$ cat src/design/phui_pkg.sv
// Package of the frame inspector: types, layout constants and match strings.
// No dependencies; used by every design file but phui_if and the defines header.
package phui_pkg;

  localparam int POSITION_BITS_DEF = 16;
  localparam int COUNTER_BITS_DEF  = 32;
  localparam int CFG_ADDR_W        = 2;
  localparam int CFG_DATA_W        = 32;

  localparam logic [15:0] WATCH_PORT_RESET = 16'd80;
  localparam logic [15:0] ETYPE_IPV4       = 16'h0800;
  localparam logic [15:0] ETYPE_ARP        = 16'h0806;
  localparam logic [7:0]  PROTO_TCP        = 8'h06;

  localparam int POS_TYPE_HI   = 12;
  localparam int POS_TYPE_LO   = 13;
  localparam int POS_IHL       = 14;
  localparam int POS_PROTO     = 23;
  localparam int POS_SRC_FIRST = 26;
  localparam int POS_SRC_LAST  = 29;
  localparam int POS_DST_FIRST = 30;
  localparam int POS_DST_LAST  = 33;
  localparam int ETH_HDR_LEN   = 14;
  localparam int MIN_ARP_LEN   = 14;
  localparam int MIN_IPV4_LEN  = 34;
  localparam int TCP_PORT_HI   = 2;
  localparam int TCP_PORT_LO   = 3;
  localparam int TCP_OFF_BYTE  = 12;
  localparam int TCP_FLAG_BYTE = 13;
  localparam int TCP_MIN_LEN   = 20;
  localparam int HOST_A_LEN    = 16;
  localparam int HOST_B_LEN    = 13;

  localparam logic [3:0] MIN_HDR_WORDS = 4'd5;

  // Host strings, first byte on the wire in the most significant position.
  localparam logic [127:0] HOST_A = 128'h7777772e676f6f676c652e636f2e756b;
  localparam logic [103:0] HOST_B = 104'h7777772e6262632e636f2e756b;

  localparam logic [1:0] KIND_OTHER    = 2'd0;
  localparam logic [1:0] KIND_TCP      = 2'd1;
  localparam logic [1:0] KIND_ARP      = 2'd2;
  localparam logic [1:0] KIND_IPV4_OTH = 2'd3;

  localparam logic [1:0] HIT_NONE = 2'd0;
  localparam logic [1:0] HIT_A    = 2'd1;
  localparam logic [1:0] HIT_B    = 2'd2;

  typedef struct packed {
    logic [7:0] frame_byte;
    logic       end_of_frame;
  } item_t;

  typedef struct packed {
    logic [1:0]  packet_kind;
    logic        syn_seen;
    logic [1:0]  blacklist_hit;
    logic [31:0] source_address;
    logic [31:0] dest_address;
    logic [31:0] syn_total;
    logic [31:0] arp_total;
    logic [31:0] blacklist_total;
  } result_t;

endpackage

$ cat src/design/phui_if.sv
// Channel interfaces of the frame inspector: byte input and result output.
// No dependencies.
interface phui_in_if;
  logic       valid;
  logic       ready;
  logic [7:0] frame_byte;
  logic       end_of_frame;

  modport source (output valid, output frame_byte, output end_of_frame, input ready);
  modport sink (input valid, input frame_byte, input end_of_frame, output ready);
endinterface

interface phui_out_if;
  logic        valid;
  logic        ready;
  logic [1:0]  packet_kind;
  logic        syn_seen;
  logic [1:0]  blacklist_hit;
  logic [31:0] source_address;
  logic [31:0] dest_address;
  logic [31:0] syn_total;
  logic [31:0] arp_total;
  logic [31:0] blacklist_total;

  modport source (output valid, output packet_kind, output syn_seen, output blacklist_hit,
                  output source_address, output dest_address, output syn_total,
                  output arp_total, output blacklist_total, input ready);
  modport sink (input valid, input packet_kind, input syn_seen, input blacklist_hit,
                input source_address, input dest_address, input syn_total,
                input arp_total, input blacklist_total, output ready);
endinterface

$ cat src/design/phui_cfg_regs.sv
// APB-style configuration register holding the watched TCP port.
// Depends on phui_pkg.
module phui_cfg_regs (
  input  logic                            clk,
  input  logic                            rst_n,
  input  logic                            psel,
  input  logic                            penable,
  input  logic                            pwrite,
  input  logic [phui_pkg::CFG_DATA_W-1:0] pwdata,
  output logic [phui_pkg::CFG_DATA_W-1:0] prdata,
  output logic [15:0]                     watch_port
);

  logic [15:0] watch_port_r;
  logic [15:0] watch_port_nxt;

  always_comb begin
    watch_port_nxt = watch_port_r;
    if (psel && penable && pwrite) begin
      watch_port_nxt = pwdata[15:0];
    end
  end

  always_ff @(posedge clk) begin
    if (!rst_n) begin
      watch_port_r <= phui_pkg::WATCH_PORT_RESET;
    end else begin
      watch_port_r <= watch_port_nxt;
    end
  end

  assign watch_port = watch_port_r;
  assign prdata     = {{(phui_pkg::CFG_DATA_W - 16){1'b0}}, watch_port_r};

endmodule

$ cat src/design/phui_in_stage.sv
// Input register of the frame inspector; holds one byte until the parser takes it.
// Depends on phui_pkg and phui_if.
module phui_in_stage (
  input  logic            clk,
  input  logic            rst_n,
  phui_in_if.sink         in_chan,
  input  logic            advance,
  output logic            item_valid,
  output phui_pkg::item_t item
);

  logic            valid_r;
  logic            valid_nxt;
  phui_pkg::item_t item_r;
  logic            take;

  assign in_chan.ready = !valid_r || advance;
  assign take          = in_chan.valid && in_chan.ready;

  always_comb begin
    valid_nxt = valid_r;
    if (take) begin
      valid_nxt = 1'b1;
    end else if (advance) begin
      valid_nxt = 1'b0;
    end
  end

  always_ff @(posedge clk) begin
    if (!rst_n) begin
      valid_r <= 1'b0;
    end else begin
      valid_r <= valid_nxt;
    end
  end

  always_ff @(posedge clk) begin
    if (take) begin
      item_r <= '{frame_byte: in_chan.frame_byte, end_of_frame: in_chan.end_of_frame};
    end
  end

  assign item_valid = valid_r;
  assign item       = item_r;

endmodule

$ cat src/design/phui_frame_parser.sv
// Header field capture, host string matching, frame classification and totals.
// Depends on phui_pkg; feeds the result register in phui_out_stage.
module phui_frame_parser #(
  parameter int POSITION_BITS = phui_pkg::POSITION_BITS_DEF,
  parameter int COUNTER_BITS  = phui_pkg::COUNTER_BITS_DEF
) (
  input  logic              clk,
  input  logic              rst_n,
  input  logic              advance,
  input  phui_pkg::item_t   item,
  input  logic [15:0]       watch_port,
  output phui_pkg::result_t result,
  output logic              result_load
);

  localparam int LW = POSITION_BITS + 1;
  localparam int EXT_W = (COUNTER_BITS > 32) ? COUNTER_BITS : 32;
  localparam logic [POSITION_BITS-1:0] POS_MAX = '1;
  localparam logic [COUNTER_BITS-1:0]  CNT_MAX = '1;

  logic [POSITION_BITS-1:0] pos_r, pos_nxt;
  logic [15:0]              etype_r, etype_nxt;
  logic [3:0]               ihl_r, ihl_nxt;
  logic [7:0]               proto_r, proto_nxt;
  logic [31:0]              src_r, src_nxt;
  logic [31:0]              dst_r, dst_nxt;
  logic [15:0]              port_r, port_nxt;
  logic [3:0]               thw_r, thw_nxt;
  logic                     syn_r, syn_nxt;
  logic [1:0]               hits_r, hits_nxt;
  logic [COUNTER_BITS-1:0]  syn_cnt_r, syn_cnt_nxt;
  logic [COUNTER_BITS-1:0]  arp_cnt_r, arp_cnt_nxt;
  logic [COUNTER_BITS-1:0]  hit_cnt_r, hit_cnt_nxt;
  logic [127:0]             win_r, win_nxt;

  logic [7:0]               b;
  logic [3:0]               ihl_eff, off_eff;
  logic [7:0]               tcp_start, pay_start;
  logic [POSITION_BITS-1:0] ts_p;
  logic [LW-1:0]            len;
  logic                     is_tcp;
  logic                     hit_a, hit_b;
  logic [1:0]               kind;
  logic [1:0]               hit_code;
  logic [EXT_W-1:0]         syn_ext, arp_ext, hit_ext;

  assign b       = item.frame_byte;
  assign win_nxt = {win_r[119:0], b};
  assign len     = {1'b0, pos_r} + LW'(1);

  always_comb begin
    etype_nxt = etype_r;
    ihl_nxt   = ihl_r;
    proto_nxt = proto_r;
    src_nxt   = src_r;
    dst_nxt   = dst_r;
    if (pos_r == POSITION_BITS'(phui_pkg::POS_TYPE_HI)) etype_nxt = {b, etype_r[7:0]};
    if (pos_r == POSITION_BITS'(phui_pkg::POS_TYPE_LO)) etype_nxt = {etype_r[15:8], b};
    if (pos_r == POSITION_BITS'(phui_pkg::POS_IHL)) ihl_nxt = b[3:0];
    if (pos_r == POSITION_BITS'(phui_pkg::POS_PROTO)) proto_nxt = b;
    if (pos_r >= POSITION_BITS'(phui_pkg::POS_SRC_FIRST) &&
        pos_r <= POSITION_BITS'(phui_pkg::POS_SRC_LAST)) begin
      src_nxt = {src_r[23:0], b};
    end
    if (pos_r >= POSITION_BITS'(phui_pkg::POS_DST_FIRST) &&
        pos_r <= POSITION_BITS'(phui_pkg::POS_DST_LAST)) begin
      dst_nxt = {dst_r[23:0], b};
    end
  end

  always_comb begin
    ihl_eff   = (ihl_nxt < phui_pkg::MIN_HDR_WORDS) ? phui_pkg::MIN_HDR_WORDS : ihl_nxt;
    tcp_start = 8'(phui_pkg::ETH_HDR_LEN) + {2'b00, ihl_eff, 2'b00};
    ts_p      = POSITION_BITS'(tcp_start);
    port_nxt  = port_r;
    thw_nxt   = thw_r;
    syn_nxt   = syn_r;
    if (pos_r == ts_p + POSITION_BITS'(phui_pkg::TCP_PORT_HI)) port_nxt = {b, port_r[7:0]};
    if (pos_r == ts_p + POSITION_BITS'(phui_pkg::TCP_PORT_LO)) port_nxt = {port_r[15:8], b};
    if (pos_r == ts_p + POSITION_BITS'(phui_pkg::TCP_OFF_BYTE)) thw_nxt = b[7:4];
    if (pos_r == ts_p + POSITION_BITS'(phui_pkg::TCP_FLAG_BYTE)) syn_nxt = b[1];
    off_eff   = (thw_nxt < phui_pkg::MIN_HDR_WORDS) ? phui_pkg::MIN_HDR_WORDS : thw_nxt;
    pay_start = tcp_start + {2'b00, off_eff, 2'b00};
  end

  always_comb begin
    is_tcp   = (etype_nxt == phui_pkg::ETYPE_IPV4) && (proto_nxt == phui_pkg::PROTO_TCP);
    hit_a    = is_tcp && (len >= LW'(pay_start) + LW'(phui_pkg::HOST_A_LEN)) &&
               (win_nxt == phui_pkg::HOST_A);
    hit_b    = is_tcp && (len >= LW'(pay_start) + LW'(phui_pkg::HOST_B_LEN)) &&
               (win_nxt[103:0] == phui_pkg::HOST_B);
    hits_nxt = hits_r | {hit_b, hit_a};
  end

  always_comb begin
    kind = phui_pkg::KIND_OTHER;
    if (etype_nxt == phui_pkg::ETYPE_ARP && len >= LW'(phui_pkg::MIN_ARP_LEN)) begin
      kind = phui_pkg::KIND_ARP;
    end else if (etype_nxt == phui_pkg::ETYPE_IPV4 && len >= LW'(phui_pkg::MIN_IPV4_LEN)) begin
      if (proto_nxt != phui_pkg::PROTO_TCP) begin
        kind = phui_pkg::KIND_IPV4_OTH;
      end else if (len >= LW'(tcp_start) + LW'(phui_pkg::TCP_MIN_LEN)) begin
        kind = phui_pkg::KIND_TCP;
      end
    end

    hit_code = phui_pkg::HIT_NONE;
    if (kind == phui_pkg::KIND_TCP && port_nxt == watch_port) begin
      if (hits_nxt[0]) begin
        hit_code = phui_pkg::HIT_A;
      end else if (hits_nxt[1]) begin
        hit_code = phui_pkg::HIT_B;
      end
    end

    syn_cnt_nxt = syn_cnt_r;
    arp_cnt_nxt = arp_cnt_r;
    hit_cnt_nxt = hit_cnt_r;
    if (item.end_of_frame) begin
      if (kind == phui_pkg::KIND_TCP && syn_nxt && syn_cnt_r != CNT_MAX) begin
        syn_cnt_nxt = syn_cnt_r + COUNTER_BITS'(1);
      end
      if (hit_code != phui_pkg::HIT_NONE && hit_cnt_r != CNT_MAX) begin
        hit_cnt_nxt = hit_cnt_r + COUNTER_BITS'(1);
      end
      if (kind == phui_pkg::KIND_ARP && arp_cnt_r != CNT_MAX) begin
        arp_cnt_nxt = arp_cnt_r + COUNTER_BITS'(1);
      end
    end

    pos_nxt = (pos_r < POS_MAX) ? pos_r + POSITION_BITS'(1) : pos_r;
  end

  assign syn_ext = EXT_W'(syn_cnt_nxt);
  assign arp_ext = EXT_W'(arp_cnt_nxt);
  assign hit_ext = EXT_W'(hit_cnt_nxt);

  always_comb begin
    result.packet_kind     = kind;
    result.syn_seen        = (kind == phui_pkg::KIND_TCP) ? syn_nxt : 1'b0;
    result.blacklist_hit   = hit_code;
    result.source_address  = (kind == phui_pkg::KIND_TCP || kind == phui_pkg::KIND_IPV4_OTH) ?
                             src_nxt : 32'd0;
    result.dest_address    = (kind == phui_pkg::KIND_TCP || kind == phui_pkg::KIND_IPV4_OTH) ?
                             dst_nxt : 32'd0;
    result.syn_total       = syn_ext[31:0];
    result.arp_total       = arp_ext[31:0];
    result.blacklist_total = hit_ext[31:0];
  end

  assign result_load = advance && item.end_of_frame;

  always_ff @(posedge clk) begin
    if (!rst_n) begin
      pos_r     <= '0;
      etype_r   <= '0;
      ihl_r     <= '0;
      proto_r   <= '0;
      src_r     <= '0;
      dst_r     <= '0;
      port_r    <= '0;
      thw_r     <= '0;
      syn_r     <= 1'b0;
      hits_r    <= '0;
      syn_cnt_r <= '0;
      arp_cnt_r <= '0;
      hit_cnt_r <= '0;
    end else if (advance) begin
      syn_cnt_r <= syn_cnt_nxt;
      arp_cnt_r <= arp_cnt_nxt;
      hit_cnt_r <= hit_cnt_nxt;
      if (item.end_of_frame) begin
        pos_r   <= '0;
        etype_r <= '0;
        ihl_r   <= '0;
        proto_r <= '0;
        src_r   <= '0;
        dst_r   <= '0;
        port_r  <= '0;
        thw_r   <= '0;
        syn_r   <= 1'b0;
        hits_r  <= '0;
      end else begin
        pos_r   <= pos_nxt;
        etype_r <= etype_nxt;
        ihl_r   <= ihl_nxt;
        proto_r <= proto_nxt;
        src_r   <= src_nxt;
        dst_r   <= dst_nxt;
        port_r  <= port_nxt;
        thw_r   <= thw_nxt;
        syn_r   <= syn_nxt;
        hits_r  <= hits_nxt;
      end
    end
  end

  // The window needs no clearing: a match is only taken once the whole
  // string lies inside the payload of the current frame.
  always_ff @(posedge clk) begin
    if (advance) begin
      win_r <= win_nxt;
    end
  end

endmodule

$ cat src/design/phui_out_stage.sv
// Result register of the frame inspector, driving the result channel.
// Depends on phui_pkg and phui_if.
module phui_out_stage (
  input  logic              clk,
  input  logic              rst_n,
  input  logic              load,
  input  phui_pkg::result_t result,
  output logic              free,
  phui_out_if.source        out_chan
);

  logic              valid_r;
  logic              valid_nxt;
  phui_pkg::result_t result_r;

  assign free = !valid_r || out_chan.ready;

  always_comb begin
    valid_nxt = valid_r;
    if (load) begin
      valid_nxt = 1'b1;
    end else if (out_chan.ready) begin
      valid_nxt = 1'b0;
    end
  end

  always_ff @(posedge clk) begin
    if (!rst_n) begin
      valid_r <= 1'b0;
    end else begin
      valid_r <= valid_nxt;
    end
  end

  always_ff @(posedge clk) begin
    if (load) begin
      result_r <= result;
    end
  end

  assign out_chan.valid           = valid_r;
  assign out_chan.packet_kind     = result_r.packet_kind;
  assign out_chan.syn_seen        = result_r.syn_seen;
  assign out_chan.blacklist_hit   = result_r.blacklist_hit;
  assign out_chan.source_address  = result_r.source_address;
  assign out_chan.dest_address    = result_r.dest_address;
  assign out_chan.syn_total       = result_r.syn_total;
  assign out_chan.arp_total       = result_r.arp_total;
  assign out_chan.blacklist_total = result_r.blacklist_total;

endmodule

$ cat src/design/packet_header_and_url_inspector_unit.sv
// Top level of the Ethernet/IPv4/TCP frame inspector.
// Depends on phui_pkg, phui_if, phui_cfg_regs, phui_in_stage, phui_frame_parser
// and phui_out_stage.
//
// Frame bytes enter on in_chan, one byte per transaction, with end_of_frame on
// the last byte. Each transaction is registered, then parsed by combinational
// logic that updates the header fields, the match window and the totals.
// A frame streams at line rate, one byte per cycle, unless a final byte waits.
// The last byte of a frame passes the input register, and its result is loaded
// into the result register, which drives one transaction on out_chan. Other
// bytes produce nothing. When out_chan stalls, bytes that end no frame keep
// flowing; a final byte waits in the input register until the result register
// frees, and in_chan ready drops behind it. The watched TCP port is written
// through the APB port whatever paddr holds; reads at address 0 return it.
// The user is to write it only while the block is idle; the block does not
// enforce this. pready is always high. Synchronous reset empties both
// registers, clears the per-frame state and the totals, and sets the watched
// port to 80. There is no clearing pass.
module packet_header_and_url_inspector_unit #(
  parameter int POSITION_BITS = phui_pkg::POSITION_BITS_DEF,
  parameter int COUNTER_BITS  = phui_pkg::COUNTER_BITS_DEF
) (
  input  logic                            clk,
  input  logic                            rst_n,
  phui_in_if.sink                         in_chan,
  phui_out_if.source                      out_chan,
  input  logic                            psel,
  input  logic                            penable,
  input  logic                            pwrite,
  input  logic [phui_pkg::CFG_ADDR_W-1:0] paddr,
  input  logic [phui_pkg::CFG_DATA_W-1:0] pwdata,
  output logic [phui_pkg::CFG_DATA_W-1:0] prdata,
  output logic                            pready
);

  logic              item_valid;
  phui_pkg::item_t   item;
  logic              advance;
  logic              out_free;
  logic              result_load;
  phui_pkg::result_t result;
  logic [15:0]       watch_port;
  logic [phui_pkg::CFG_DATA_W-1:0] reg_rdata;

  assign pready  = 1'b1;
  assign prdata  = (paddr == '0) ? reg_rdata : '0;
  assign advance = item_valid && (!item.end_of_frame || out_free);

  phui_cfg_regs u_cfg (
    .clk        (clk),
    .rst_n      (rst_n),
    .psel       (psel),
    .penable    (penable),
    .pwrite     (pwrite),
    .pwdata     (pwdata),
    .prdata     (reg_rdata),
    .watch_port (watch_port)
  );

  phui_in_stage u_in (
    .clk        (clk),
    .rst_n      (rst_n),
    .in_chan    (in_chan),
    .advance    (advance),
    .item_valid (item_valid),
    .item       (item)
  );

  phui_frame_parser #(
    .POSITION_BITS (POSITION_BITS),
    .COUNTER_BITS  (COUNTER_BITS)
  ) u_parser (
    .clk         (clk),
    .rst_n       (rst_n),
    .advance     (advance),
    .item        (item),
    .watch_port  (watch_port),
    .result      (result),
    .result_load (result_load)
  );

  phui_out_stage u_out (
    .clk      (clk),
    .rst_n    (rst_n),
    .load     (result_load),
    .result   (result),
    .free     (out_free),
    .out_chan (out_chan)
  );

endmodule

$ cat src/flat_wrapper.sv
// flat-port wrapper written by rule: the top's interface ports become plain ports
module packet_header_and_url_inspector_unit_flat 
#(
  parameter int POSITION_BITS = phui_pkg::POSITION_BITS_DEF,
  parameter int COUNTER_BITS  = phui_pkg::COUNTER_BITS_DEF
)
  (clk, rst_n, psel, penable, pwrite, paddr, pwdata, prdata, pready, in_chan_valid, in_chan_frame_byte, in_chan_end_of_frame, in_chan_ready, out_chan_valid, out_chan_packet_kind, out_chan_syn_seen, out_chan_blacklist_hit, out_chan_source_address, out_chan_dest_address, out_chan_syn_total, out_chan_arp_total, out_chan_blacklist_total, out_chan_ready);
  phui_in_if in_chan_i ();
  phui_out_if out_chan_i ();
  input  logic clk;
  input  logic rst_n;
  input  logic psel;
  input  logic penable;
  input  logic pwrite;
  input  logic [phui_pkg::CFG_ADDR_W-1:0] paddr;
  input  logic [phui_pkg::CFG_DATA_W-1:0] pwdata;
  output logic [phui_pkg::CFG_DATA_W-1:0] prdata;
  output logic pready;
  input wire logic [$bits(in_chan_i.valid)-1:0] in_chan_valid;
  input wire logic [$bits(in_chan_i.frame_byte)-1:0] in_chan_frame_byte;
  input wire logic [$bits(in_chan_i.end_of_frame)-1:0] in_chan_end_of_frame;
  output wire logic [$bits(in_chan_i.ready)-1:0] in_chan_ready;
  output wire logic [$bits(out_chan_i.valid)-1:0] out_chan_valid;
  output wire logic [$bits(out_chan_i.packet_kind)-1:0] out_chan_packet_kind;
  output wire logic [$bits(out_chan_i.syn_seen)-1:0] out_chan_syn_seen;
  output wire logic [$bits(out_chan_i.blacklist_hit)-1:0] out_chan_blacklist_hit;
  output wire logic [$bits(out_chan_i.source_address)-1:0] out_chan_source_address;
  output wire logic [$bits(out_chan_i.dest_address)-1:0] out_chan_dest_address;
  output wire logic [$bits(out_chan_i.syn_total)-1:0] out_chan_syn_total;
  output wire logic [$bits(out_chan_i.arp_total)-1:0] out_chan_arp_total;
  output wire logic [$bits(out_chan_i.blacklist_total)-1:0] out_chan_blacklist_total;
  input wire logic [$bits(out_chan_i.ready)-1:0] out_chan_ready;
  assign in_chan_i.valid = in_chan_valid;
  assign in_chan_i.frame_byte = in_chan_frame_byte;
  assign in_chan_i.end_of_frame = in_chan_end_of_frame;
  assign in_chan_ready = in_chan_i.ready;
  assign out_chan_valid = out_chan_i.valid;
  assign out_chan_packet_kind = out_chan_i.packet_kind;
  assign out_chan_syn_seen = out_chan_i.syn_seen;
  assign out_chan_blacklist_hit = out_chan_i.blacklist_hit;
  assign out_chan_source_address = out_chan_i.source_address;
  assign out_chan_dest_address = out_chan_i.dest_address;
  assign out_chan_syn_total = out_chan_i.syn_total;
  assign out_chan_arp_total = out_chan_i.arp_total;
  assign out_chan_blacklist_total = out_chan_i.blacklist_total;
  assign out_chan_i.ready = out_chan_ready;
  packet_header_and_url_inspector_unit #(.POSITION_BITS(POSITION_BITS), .COUNTER_BITS(COUNTER_BITS)) u_core (.clk(clk), .rst_n(rst_n), .in_chan(in_chan_i), .out_chan(out_chan_i), .psel(psel), .penable(penable), .pwrite(pwrite), .paddr(paddr), .pwdata(pwdata), .prdata(prdata), .pready(pready));
endmodule
$ cat config.mk
export PLATFORM = sky130hd
export DESIGN_NAME = packet_header_and_url_inspector_unit_flat
export DESIGN_NICKNAME = d
export VERILOG_FILES = /design/src/design/phui_pkg.sv /design/src/design/phui_if.sv /design/src/design/phui_cfg_regs.sv /design/src/design/phui_in_stage.sv /design/src/design/phui_frame_parser.sv /design/src/design/phui_out_stage.sv /design/src/design/packet_header_and_url_inspector_unit.sv /design/src/flat_wrapper.sv
export SDC_FILE = /design/constraint.sdc
export NUM_CORES = 1
export LEC_CHECK = 0
export BUFFER_PORTS_ARGS = -buffer_cell sky130_fd_sc_hd__buf_4
export CAP_MARGIN = 20
export CORE_MARGIN = 2
export CORE_UTILIZATION = 59
export CTS_CLUSTER_DIAMETER = 200
export DETAILED_ROUTE_END_ITERATION = 12
export HOLD_SLACK_MARGIN = 0.1
export PLACE_DENSITY = 0.92
export SYNTH_ARGS = -nofsm -noshare
export SYNTH_HDL_FRONTEND = slang
export SYNTH_SLANG_ARGS = --single-unit
$ cat constraint.sdc
create_clock -name clk -period 8.9 [get_ports clk]
set_clock_uncertainty 0.1 [all_clocks]
set_input_delay 1.335 -clock clk [delete_from_list [all_inputs] [get_ports clk]]
set_output_delay 1.335 -clock clk [all_outputs]
set_load 0.02 [all_outputs]
==> flow_metrics.tcl <==
set metrics [dict create \
    grt_pass1_wl_um 103000 \
    clk_path_buf_depth 3 \
    core_area_mm2 0.0419 \
    r2r_cells 28 \
    seq_area_mm2 0.0137 \
    drc 0 \
    synth_cell_types 79 \
    ir_worst_vdd_uv 157 \
    fin_crit_sh 0.952 \
    reg2reg_slack_ns 0.43 \
    ys_warn_count 0 \
    final.setup.tns_ns 0 \
    synth_area_mm2 0.0250 \
    ys_seq_elements 539 \
    insertion_delay_ns 0.61 \
    first_pass_iters 6 \
    hold_end "u_core.u_parser.win_r[104]" \
    antenna_found_initial 0 \
    path_max_fanout 14 \
    antenna_left 0 \
    required_ns 9.26 \
    drive_above_1_share 0.140 \
    cts_buffers 52 \
    cp_num_buf_inv 1 \
    critPathCaptureType "flip-flop" \
    worst_path_max_delay_cell "and4_1" \
    setup_violations 0 \
    max_freq_mhz 118 \
    min-delay-start "u_core.u_parser.win_r[96]" \
    clk_pin_slew_ns 0.06 \
    cp_data_arrival_time_ns 8.83 \
    grt_pass1_vias 19600 \
    grt_overflow 0 \
    maxSlewHeadroom 0.268 \
    ctsHtreeMaxLevel 2 \
    timing.rr.start "u_core.u_parser.pos_r[1]" \
    pin_count 250 \
    fin_area_mm2 0.0287 \
    num_antenna_cells 0 \
    crit_type "flip-flop to flip-flop" \
    gp_congestion 0.919 \
    rsz0062_at_grt "no" \
    multiInputGateArea_mm2 0.0105 \
    synth_edf_count 294 \
    grt_usage 0.291 \
    nNetsFinal 2729 \
    cts_root_buf "clkbuf_16" \
    post_cts_resized 0 \
    area_growth_pct 14.9 \
    crit_top_cell "ha_1" \
    hp-class "flip-flop to flip-flop" \
    dp_hpwl_um 43800 \
    place_area_mm2 0.0270 \
    synthArstFlopShare 0 \
    synthFlopType "edfxtp_1" \
    num_rows 75 \
    timing.rr.end "u_core.u_parser.hit_cnt_r[23]" \
    status "finished clean" \
    hold_ws_ns 0.348 \
    postCtsSetupRepairBufs 0 \
    cts_sinks 539 \
    fin_cells 3224 \
    power.leakage_uw 0.0104 \
    routed_wl_um 65600 \
    seq_area_frac_synth 0.549 \
    die_w_um 210 \
    hold_buffers 0 \
    path_depth 28 \
    avgViaCountPerCell 6.29 \
    syn_area_per_cell_um2 10.1 \
    final-max-slew-violation-count 0 \
    hold_viol_final 0 \
    tightest_slew_ns 1.10 \
    dr.first_iter.drc_count 2198 \
    start_util 0.597 \
    drt-wirelength-per-cell_um 20.3 \
    dieArea_mm2 0.0440 \
    fillers 2917 \
    whs_path_depth 0 \
    grt_start_max_net_pins 119 \
    io_buffers 216 \
    dp_cells 3123 \
    fin_crit_ns 8.47 \
    fp.dieH_um 210 \
    powerDensity_mw_per_mm2 176 \
    start_kind "flip-flop" \
    maxCapViolCount 0 \
    crit_family "simple AND/OR/NAND/NOR gates" \
    vias 20300 \
    synthCells 2472 \
    cts_tree "built" \
    critical-path-max-stage-delay_ns 0.64 \
]
-- flip-flops by register name, summed over array words and instances (netlist names), 2 cells and up --
| signal | cells |
|---|---|
| u_core.u_parser.win_r | 120 |
| u_core.u_parser.etype_r | 16 |
| u_core.u_parser.port_r | 16 |
| u_core.u_parser.pos_r | 16 |
| u_core.u_parser.proto_r | 8 |
| u_core.u_parser.hits_r | 2 |
| u_core.u_out.out_chan.blacklist_hit | 2 |
| u_core.u_parser.ihl_r | 4 |
| u_core.u_parser.arp_cnt_r | 32 |
| u_core.u_parser.src_r | 32 |
| u_core.u_parser.thw_r | 4 |
| u_core.u_parser.hit_cnt_r | 32 |
| u_core.u_out.out_chan.blacklist_total | 32 |
| u_core.u_in.item | 9 |
| u_core.u_out.out_chan.source_address | 32 |
| u_core.u_out.out_chan.packet_kind | 2 |
| u_core.u_out.out_chan.dest_address | 32 |
| u_core.u_out.out_chan.syn_total | 32 |
| u_core.u_cfg.watch_port | 16 |
| u_core.u_out.out_chan.arp_total | 32 |
| u_core.u_parser.syn_cnt_r | 32 |
| u_core.u_parser.dst_r | 32 |
-- worst max path at each step --
| stage | from | end | slack [ns] |
|---|---|---|---|
| after global placement | u_core.u_parser.pos_r[1] | u_core.u_parser.hit_cnt_r[23] | 1.01 |
| after detailed placement | u_core.u_parser.pos_r[1] | u_core.u_parser.hit_cnt_r[23] | 0.78 |
| final | u_core.u_parser.pos_r[1] | u_core.u_parser.hit_cnt_r[23] | 0.43 |
| after CTS | u_core.u_parser.pos_r[1] | u_core.u_parser.hit_cnt_r[31] | 0.64 |
| after global routing | u_core.u_parser.pos_r[1] | u_core.u_parser.hit_cnt_r[31] | 0.13 |
| after floorplan | u_core.u_parser.pos_r[0] | u_core.u_out.out_chan.blacklist_total[3] | 1.64 |
-- metal layers --
layer  GRT usage  wire length (um)  vias up
li1            -                 -     9230
met1       0.376             25600     9775
met2       0.489             31800     1100
met3      0.0420              5820      186
met4       0.129              2430        0
met5           0                 0        -
-- per-stage QoR --
step | util | power [uW] | setup slack (ns)
after floorplan | - | 2840 | 1.64
final | 0.686 | 5050 | 0.429
after global routing | 0.686 | 5180 | 0.130
after CTS | 0.685 | 5070 | 0.641
after detailed placement | 0.644 | 2910 | 0.783
after global placement | 0.644 | 2900 | 1.01
-- cells in the mapped netlist (10+ instances only) --
cell	number	share of area
buf_4	18	0.0054
o31ai_1	15	0.0045
inv_1	42	0.0063
mux2i_1	38	0.015
o21ai_0	40	0.0080
xnor2_1	100	0.035
a22oi_1	107	0.032
or3_1	18	0.0045
a31oi_1	11	0.0028
xor2_1	76	0.027
edfxtp_1	294	0.35
and3_1	24	0.0060
dfxtp_1	245	0.20
clkbuf_1	109	0.016
nand2b_1	26	0.0065
nand4_1	46	0.012
nor4_1	37	0.0093
and4_1	13	0.0046
nand4b_1	12	0.0042
and2_1	24	0.0060
nor4bb_1	17	0.0068
a21oi_1	141	0.028
nand3_1	75	0.015
nor2_1	299	0.045
a21o_1	10	0.0030
nand2_1	317	0.048
nor3_1	72	0.014
or2_2	12	0.0030
nor2b_1	25	0.0063
ha_1	36	0.018
or4_1	22	0.0066
-- worst reg2reg max path: cells and delay by family, from the launching register on --
kind / cells / cell delay (ns)
and+or+nand+nor: 8 / 2.52
AOI/OAI and AO/OA: 9 / 2.05
adders and majority gates: 5 / 1.64
xor gates and xnor gates: 4 / 0.78
DFF: 1 / 0.51
muxes: 1 / 0.46
buffers and inverters: 1 / 0.25
-- report_power, final --
| part | internal, uW | switching (uW) | leakage (uW) |
|---|---|---|---|
| Clock | 1240 | 955 | 0.000850 |
| Sequential | 2650 | 31.7 | 0.00498 |
| Combinational | 45.9 | 129 | 0.00461 |
-- placed cells by master, fill, tap and decap left out, types with 12 or more instances in the layout --
cell / count
a21oi_1: 141
a22oi_1: 107
and2_1: 24
and3_1: 24
and4_1: 13
buf_4: 243
clkbuf_16: 54
clkinv_2: 17
conb_1: 17
dfxtp_1: 245
edfxtp_1: 294
ha_1: 36
inv_1: 39
mux2i_1: 37
nand2_1: 316
nand2b_1: 26
nand3_1: 75
nand4_1: 46
nand4b_1: 12
nor2_1: 298
nor2b_1: 25
nor3_1: 72
nor4_1: 37
nor4bb_1: 17
o21ai_0: 40
o31ai_1: 15
or2_2: 12
or3_1: 18
or4_1: 22
xnor2_1: 100
xor2_1: 76
-- cell type report --
class | instances | area share
clock buffer | 67 | 0.0501
clock inverter | 30 | 0.00880
inverter | 42 | 0.00592
multi-input combinational | 1759 | 0.367
sequential | 539 | 0.478
tap | 539 | 0.0235
timing repair buffer | 248 | 0.0666
-- cells by family after synthesis --
family	synth area share
xor+xnor	0.0617
fa+ha+maj	0.0188
mux	0.0198
compound gates	0.107
flops	0.549
simple gates	0.211
other cells	0.000300
buf+inv	0.0324
Power figures use the tool's default switching activity.
